`config.mk`:
```
export PLATFORM = sky130hd
export DESIGN_NAME = text_stream_find_replace
export DESIGN_NICKNAME = d
export VERILOG_FILES = /design/src/design/tsfr_pkg.sv /design/src/design/text_stream_find_replace.sv /design/src/design/tsfr_match.sv
export SDC_FILE = /design/constraint.sdc
export NUM_CORES = 1
export LEC_CHECK = 0
export ABC_AREA = 1
export BUFFER_PORTS_ARGS = -buffer_cell sky130_fd_sc_hd__buf_2
export CORE_UTILIZATION = 43
export CTS_BUF_LIST = sky130_fd_sc_hd__clkbuf_2
export CTS_CLUSTER_SIZE = 28
export DETAILED_ROUTE_END_ITERATION = 10
export PLACE_DENSITY = 0.71
export RECOVER_POWER = 50
export SYNTH_ARGS = -nofsm -noshare
export SYNTH_HDL_FRONTEND = slang
export SYNTH_HIERARCHICAL = 1
export SYNTH_SLANG_ARGS = --single-unit
```
`constraint.sdc`:
```
create_clock -name clk -period 6.92 [get_ports clk]
set_clock_uncertainty 0.15 [all_clocks]
set_input_delay 0.346 -clock clk [delete_from_list [all_inputs] [get_ports clk]]
set_output_delay 0.346 -clock clk [all_outputs]
set_load 0.01 [all_outputs]
```
`src/design/tsfr_pkg.sv`:
```
`timescale 1ns / 1ps
// ----------------------------------------------------------------------------
// tsfr_pkg
// Shared constants, codes, types and helpers of the text find/replace block.
// ----------------------------------------------------------------------------
package tsfr_pkg;

  localparam int MAX_PATTERN_DEF     = 8;
  localparam int MAX_REPLACEMENT_DEF = 8;
  localparam int COUNT_WIDTH_DEF     = 32;

  localparam int MODE_W  = 3;
  localparam int INDEX_W = 3;
  localparam int LEN_W   = 4;
  localparam int TEXT_W  = 64;
  localparam int OUT_COUNT_W = 32;

  localparam logic [MODE_W-1:0] MODE_LENGTH  = 3'd0;
  localparam logic [MODE_W-1:0] MODE_WORDS   = 3'd1;
  localparam logic [MODE_W-1:0] MODE_LINES   = 3'd2;
  localparam logic [MODE_W-1:0] MODE_COUNT   = 3'd3;
  localparam logic [MODE_W-1:0] MODE_REPLACE = 3'd4;

  localparam logic [INDEX_W-1:0] REG_MODE     = 3'd0;
  localparam logic [INDEX_W-1:0] REG_PAT      = 3'd1;
  localparam logic [INDEX_W-1:0] REG_PAT_LEN  = 3'd2;
  localparam logic [INDEX_W-1:0] REG_REPL     = 3'd3;
  localparam logic [INDEX_W-1:0] REG_REPL_LEN = 3'd4;

  localparam logic [7:0] NEWLINE = 8'h0A;

  typedef struct packed {
    logic              check;
    logic              hit;
    logic [LEN_W-1:0]  win_cnt;
    logic [TEXT_W-1:0] win_bytes;
  } match_t;

  function automatic logic is_space(input logic [7:0] c);
    return (c == 8'h20) || (c >= 8'h09 && c <= 8'h0D);
  endfunction

endpackage

```
`src/design/text_stream_find_replace.sv`:
```
`timescale 1ns / 1ps
// ----------------------------------------------------------------------------
// text_stream_find_replace
// Streaming byte/word/line/match counter and pattern replacer.
// ----------------------------------------------------------------------------
// One text byte is taken per cycle whenever it yields at most one result beat
// and out_stall is low. A byte that yields more (a replacement, or the window
// flush and the final count on the last byte) yields up to nine beats, queued
// in a pending buffer that drains one per cycle into the output register
// unless stalled; the input is stalled until the buffer is down to its last
// beat. Matching compares the whole pattern window in the cycle the byte is
// taken. Configuration writes are always ready and restart the text.
module text_stream_find_replace #(
  parameter int MAX_PATTERN     = tsfr_pkg::MAX_PATTERN_DEF,
  parameter int MAX_REPLACEMENT = tsfr_pkg::MAX_REPLACEMENT_DEF,
  parameter int COUNT_WIDTH     = tsfr_pkg::COUNT_WIDTH_DEF
) (
  input  logic                          clk,
  input  logic                          rst,
  input  logic                          cfg_valid,
  output logic                          cfg_ready,
  input  logic [tsfr_pkg::INDEX_W-1:0]  cfg_index,
  input  logic [tsfr_pkg::TEXT_W-1:0]   cfg_data,
  input  logic                          in_valid,
  output logic                          in_stall,
  input  logic [7:0]                    text_byte,
  input  logic                          last_byte,
  output logic                          out_valid,
  input  logic                          out_stall,
  output logic                          has_byte,
  output logic [7:0]                    out_byte,
  output logic [tsfr_pkg::OUT_COUNT_W-1:0] count,
  output logic                          status,
  output logic                          last_result
);

  localparam int LW = tsfr_pkg::LEN_W;

  logic [tsfr_pkg::MODE_W-1:0] mode;
  logic [tsfr_pkg::TEXT_W-1:0] pattern_bytes;
  logic [LW-1:0]               pattern_len;
  logic [tsfr_pkg::TEXT_W-1:0] replacement_bytes;
  logic [LW-1:0]               replacement_len;

  logic [COUNT_WIDTH-1:0] run_count;
  logic                   inside_word;

  logic [tsfr_pkg::TEXT_W-1:0]      pend_bytes;
  logic [LW-1:0]                    pend_cnt;
  logic                             pend_final;
  logic [tsfr_pkg::OUT_COUNT_W-1:0] pend_count;
  logic                             pend_status;

  logic [tsfr_pkg::MODE_W-1:0] mode_eff;
  logic [LW-1:0]               plen;
  logic [LW-1:0]               rlen;
  logic                        find_mode;
  logic                        cfg_clear;
  logic                        accept;
  logic                        out_free;
  logic                        bump;
  logic [COUNT_WIDTH-1:0]      count_next;
  logic [COUNT_WIDTH-1:0]      final_count;
  logic                        inside_next;
  tsfr_pkg::match_t            mres;

  assign cfg_ready = 1'b1;
  assign cfg_clear = cfg_valid && cfg_index <= tsfr_pkg::REG_REPL_LEN;

  assign mode_eff  = (mode > tsfr_pkg::MODE_REPLACE) ? tsfr_pkg::MODE_LENGTH : mode;
  assign plen      = (pattern_len > LW'(MAX_PATTERN)) ? LW'(MAX_PATTERN) : pattern_len;
  assign rlen      = (replacement_len > LW'(MAX_REPLACEMENT)) ? LW'(MAX_REPLACEMENT)
                                                              : replacement_len;
  assign find_mode = mode_eff == tsfr_pkg::MODE_COUNT || mode_eff == tsfr_pkg::MODE_REPLACE;

  assign out_free = !out_valid || !out_stall;
  assign in_stall = !((pend_cnt == '0 && !pend_final) ||
                      (out_free && ((pend_cnt == LW'(1) && !pend_final) ||
                                    (pend_cnt == '0 && pend_final))));
  assign accept   = in_valid && !in_stall;

  tsfr_match #(
    .MAX_PATTERN(MAX_PATTERN)
  ) u_match (
    .clk          (clk),
    .rst          (rst),
    .clear        (cfg_clear || (accept && last_byte)),
    .step         (accept && find_mode && plen != '0),
    .last_byte    (last_byte),
    .text_byte    (text_byte),
    .pattern_bytes(pattern_bytes),
    .plen         (plen),
    .res          (mres)
  );

  always_comb begin
    bump        = 1'b0;
    inside_next = inside_word;
    case (mode_eff)
      tsfr_pkg::MODE_LENGTH: bump = 1'b1;
      tsfr_pkg::MODE_WORDS: begin
        bump        = !tsfr_pkg::is_space(text_byte) && !inside_word;
        inside_next = !tsfr_pkg::is_space(text_byte);
      end
      tsfr_pkg::MODE_LINES: bump = text_byte == tsfr_pkg::NEWLINE;
      tsfr_pkg::MODE_COUNT,
      tsfr_pkg::MODE_REPLACE: bump = plen != '0 && mres.hit;
      default: bump = 1'b0;
    endcase
  end

  always_comb begin
    count_next = run_count;
    if (bump && run_count != '1) begin
      count_next = run_count + COUNT_WIDTH'(1);
    end
    if (find_mode && plen == '0) begin
      final_count = '0;
    end else if (mode_eff == tsfr_pkg::MODE_LINES && count_next != '1) begin
      final_count = count_next + COUNT_WIDTH'(1);
    end else begin
      final_count = count_next;
    end
  end

  always_ff @(posedge clk) begin
    if (rst) begin
      mode              <= tsfr_pkg::MODE_LENGTH;
      pattern_bytes     <= '0;
      pattern_len       <= '0;
      replacement_bytes <= '0;
      replacement_len   <= '0;
    end else if (cfg_valid) begin
      case (cfg_index)
        tsfr_pkg::REG_MODE:     mode              <= cfg_data[tsfr_pkg::MODE_W-1:0];
        tsfr_pkg::REG_PAT:      pattern_bytes     <= cfg_data;
        tsfr_pkg::REG_PAT_LEN:  pattern_len       <= cfg_data[LW-1:0];
        tsfr_pkg::REG_REPL:     replacement_bytes <= cfg_data;
        tsfr_pkg::REG_REPL_LEN: replacement_len   <= cfg_data[LW-1:0];
        default: ;
      endcase
    end
  end

  always_ff @(posedge clk) begin
    if (rst || cfg_clear) begin
      run_count   <= '0;
      inside_word <= 1'b0;
    end else if (accept) begin
      if (last_byte) begin
        run_count   <= '0;
        inside_word <= 1'b0;
      end else begin
        run_count   <= count_next;
        inside_word <= inside_next;
      end
    end
  end

  // result beats: bytes first, then the final count
  always_ff @(posedge clk) begin
    if (rst) begin
      out_valid  <= 1'b0;
      pend_cnt   <= '0;
      pend_final <= 1'b0;
    end else begin
      if (out_free) begin
        if (pend_cnt != '0) begin
          out_valid   <= 1'b1;
          has_byte    <= 1'b1;
          out_byte    <= pend_bytes[7:0];
          count       <= '0;
          status      <= 1'b0;
          last_result <= 1'b0;
        end else if (pend_final) begin
          out_valid   <= 1'b1;
          has_byte    <= 1'b0;
          out_byte    <= '0;
          count       <= pend_count;
          status      <= pend_status;
          last_result <= 1'b1;
        end else begin
          out_valid <= 1'b0;
        end
      end
      if (accept) begin
        pend_final  <= last_byte;
        pend_count  <= tsfr_pkg::OUT_COUNT_W'(final_count);
        pend_status <= find_mode && plen == '0;
        if (mode_eff == tsfr_pkg::MODE_REPLACE && plen != '0) begin
          if (mres.hit) begin
            pend_bytes <= replacement_bytes;
            pend_cnt   <= rlen;
          end else begin
            pend_bytes <= mres.win_bytes;
            pend_cnt   <= mres.win_cnt;
          end
        end else begin
          pend_cnt <= '0;
        end
      end else if (out_free) begin
        if (pend_cnt != '0) begin
          pend_bytes <= pend_bytes >> 8;
          pend_cnt   <= pend_cnt - LW'(1);
        end else if (pend_final) begin
          pend_final <= 1'b0;
        end
      end
    end
  end

  a_last_queues_final: assert property (@(posedge clk) disable iff (rst)
    accept && last_byte |=> pend_final)
    else $error("last byte did not queue a final beat");

  a_last_clears_count: assert property (@(posedge clk) disable iff (rst)
    accept && last_byte |=> run_count == '0)
    else $error("count not cleared after last byte");

  a_burst_stalls: assert property (@(posedge clk) disable iff (rst)
    pend_cnt > LW'(1) |-> in_stall)
    else $error("input taken while a burst is pending");

  a_status_final: assert property (@(posedge clk) disable iff (rst)
    out_valid && status |-> last_result && !has_byte)
    else $error("error status on a byte beat");

endmodule

```
`src/design/tsfr_match.sv`:
```
`timescale 1ns / 1ps
// ----------------------------------------------------------------------------
// tsfr_match
// Pending-byte window and parallel pattern compare for find and replace.
// ----------------------------------------------------------------------------
module tsfr_match #(
  parameter int MAX_PATTERN = tsfr_pkg::MAX_PATTERN_DEF
) (
  input  logic                         clk,
  input  logic                         rst,
  input  logic                         clear,
  input  logic                         step,
  input  logic                         last_byte,
  input  logic [7:0]                   text_byte,
  input  logic [tsfr_pkg::TEXT_W-1:0]  pattern_bytes,
  input  logic [tsfr_pkg::LEN_W-1:0]   plen,
  output tsfr_pkg::match_t             res
);

  localparam int FILL_W = $clog2(MAX_PATTERN + 1);
  localparam int WIN_W  = MAX_PATTERN * 8;

  logic [WIN_W-1:0]  window;
  logic [FILL_W-1:0] fill;
  logic [WIN_W-1:0]  win_ins;
  logic [FILL_W-1:0] fill_ins;
  logic              mismatch;
  logic              check;

  always_comb begin
    win_ins = window;
    for (int i = 0; i < MAX_PATTERN; i++) begin
      if (fill == FILL_W'(i)) begin
        win_ins[i*8 +: 8] = text_byte;
      end
    end
  end

  assign fill_ins = fill + FILL_W'(1);
  assign check    = tsfr_pkg::LEN_W'(fill_ins) >= plen;

  always_comb begin
    mismatch = 1'b0;
    for (int i = 0; i < MAX_PATTERN; i++) begin
      if (tsfr_pkg::LEN_W'(i) < plen && win_ins[i*8 +: 8] != pattern_bytes[i*8 +: 8]) begin
        mismatch = 1'b1;
      end
    end
  end

  always_comb begin
    res.check     = check;
    res.hit       = check && !mismatch;
    res.win_bytes = tsfr_pkg::TEXT_W'(win_ins);
    if (last_byte) begin
      res.win_cnt = tsfr_pkg::LEN_W'(fill_ins);
    end else if (check) begin
      res.win_cnt = tsfr_pkg::LEN_W'(1);
    end else begin
      res.win_cnt = '0;
    end
  end

  always_ff @(posedge clk) begin
    if (rst || clear) begin
      fill <= '0;
    end else if (step) begin
      if (check && !mismatch) begin
        fill <= '0;
      end else if (check) begin
        window <= win_ins >> 8;
        fill   <= fill_ins - FILL_W'(1);
      end else begin
        window <= win_ins;
        fill   <= fill_ins;
      end
    end
  end

endmodule
```
==> results.md <==
- Run status: finished with violations
- Failing checks: capacitance limit, slew limit
- Hold WS: roughly 110 ps
- Maximum vdd drop: roughly 0.15 mV
- Worst Path Required: roughly 7500 ps
- Grt total ovfl: 0
- Syn Inst Count: 2910
- Number of filler cells placed in the layout: 4806
- Num CTS Buffers: between 100 and 150
- Largest net degree at the start of global routing: just over 100
- Fraction of layout cells with a size suffix above 1: about an eighth
- CTS tree: yes
- Met3 GRT Util: under 10%
- Starting density of the core: 43.5%
- Vias in the first global route: 19000
- Hold Violations, Final: 0
- Routed wire per std cell: approximately 16 µm
- Die Wd: 224 µm
- Hold Crit Depth: 4
- Nets@finish: roughly 3300
- Drt drc: 0
- CP Max Fanout: between 100 and 150
- Relative max-transition margin: -93.7%
- Clock sink total: between 300 and 400
- Iteration-0 DRC Markers: around 2000
- Crit Path Category: flop to flop
- Post-Route WL: roughly 64000 µm
- DR vias/cell: around 5
- HPWL after detailed placement: around 42000 µm
- Area grow syn2layout: 19.5%
- First-pass DRT Iterations: 6
- Max Fclk: around 160 MHz
- Worst Tran Pin Value: a little under 3000 ps
- Clock Path Buffers: 3
- RSZ-0062 raised after global routing: no
- Skew-Pair Late Insertion Delay: approximately 1200 ps
- Port bufs: roughly 130
- Synthesized area per cell: between 7 and 8 µm²
- Register clock-pin slew on the reported worst setup and hold paths: 90 ps
- Initial antenna violation count: 1
- Synthesized Nets: roughly 3000
- Total power: ~6100 µW
- Area occupied by multi-input gates: around 9500 µm²
- Most frequent cells in the layout: nand2_1 (810), nor2_1 (351), inv_1 (328)
- P_leak: 0.0112 µW
- PostCTS Resize Cnt: 0
- Ports: between 100 and 150
- Hold Path Class: input port to flop
- Max cap viols: 7
- Final setup viols: 0
- Crit end category: flop
- Commonest non-fill, non-tap cell in the layout: nand2_1
- Yosys warning count: 6
- Total Routing Usage GR: about a quarter
- Synthesized cell area: around 21000 µm²
- Worst EP arrival: ~6700 ps
- Root Driver: clkbuf_2
- Met1 GRT Util: approximately a third
- Register area: 9770 µm²
- First-pass GRT wire length: 100000 µm
- CTS H-Tree Depth: 3
- Post-DRT Antenna Nets: 0
- Num rows: 81
- R2R cell count: 10
- Setup TNS Final: 0 ps
- Max Slew Vio Count: 398
- Core area: between 40000 and 50000 µm²
- GP Congestion: between 0.9 and 1
- Die ar.: between 50000 and 60000 µm²
- Crit path launch type: flop
- M2 GR Usage: 42.3%
- Tcrit/Tclk final: between 80 and 90%
- P per Cell Area: around 240 nW/µm²
- Die height: between 200 and 250 µm
- Final worst path period need: about 6100 ps
- Vias: about 20000
- Gr busiest metal: met2
[report_power, final]
group | leakage, µW | switching [µW] | internal [µW]
Combinational | 0.00707 | 990 | 414
Sequential | 0.00339 | 106 | 2870
Clock | 0.000770 | 1000 | 730
Total | 0.0112 | 2100 | 4020
[worst max-delay path: stages, from the launching register on]
cell	delay [ps]
dfxtp_1	390
inv_1	100
ha_1	190
nand2_1	60
clkbuf_1	1270
o21ai_0	440
nand3_1	740
buf_4	930
nand2_1	220
a221oi_4	330
buf_4	730
[routing by layer]
| layer | wire (µm) | part of all wire, % | up-vias |
|---|---|---|---|
| met1 | 27600 | 43 | 9292 |
| met2 | 29900 | 47 | 704 |
| li1 | - | - | 10100 |
| met4 | 1830 | 2.9 | 0 |
| met5 | 0 | 0 | - |
| met3 | 4300 | 6.8 | 145 |
[metrics by stage]
stage,setup slack [ps],area [µm²],utilization [%],instances
floorplan,1400,21300,-,2910
global placement,1100,22200,45.4,3576
detailed placement,1100,22200,45.4,3576
CTS,1100,25500,52.2,3994
global route,259,25400,52.0,3996
finish,789,25400,52.0,3996
[registers in the layout, summed over array words and instances, names as in the netlist, 3 cells and up]
signal / cells
u_match/fill: 4
mode: 3
u_match/window: 64
replacement_len: 4
count: 32
pend_bytes: 64
pattern_bytes: 64
run_count: 32
out_byte: 8
replacement_bytes: 64
pend_count: 32
pattern_len: 4
pend_cnt: 4
[worst paths after layout]
path                            slack [ps]                                from                                  to
worst min register to register         300  replacement_bytes[61]$_SDFFE_PP0P_  replacement_bytes[61]$_SDFFE_PP0P_
worst max-delay path                   790            pend_cnt[0]$_SDFFE_PP0P_             pend_bytes[8]$_DFFE_PP_
worst max register to register         790            pend_cnt[0]$_SDFFE_PP0P_             pend_bytes[8]$_DFFE_PP_
worst min-delay path                   110                           cfg_valid     replacement_len[1]$_SDFFE_PP0P_
[area by class of cell]
cell class              instances  area share (%)
flip-flops and latches        386            38.5
multi-input cells            2039            37.5
repair buffers                373            11.7
inverters                     341            5.06
well taps                     664            3.27
clock buffers                 161            3.17
clock inverters                30           0.813
diodes                          2          0.0197
[timing repair]
| action | in CTS | in global routing |
|---|---|---|
| endpoints found under the hold margin | 430 | 0 |
| setup buffers | 0 | 0 |
| endpoints found under the setup margin | 0 | 0 |
| hold buffers | 227 | 0 |
(Power assumes the default switching activity.)
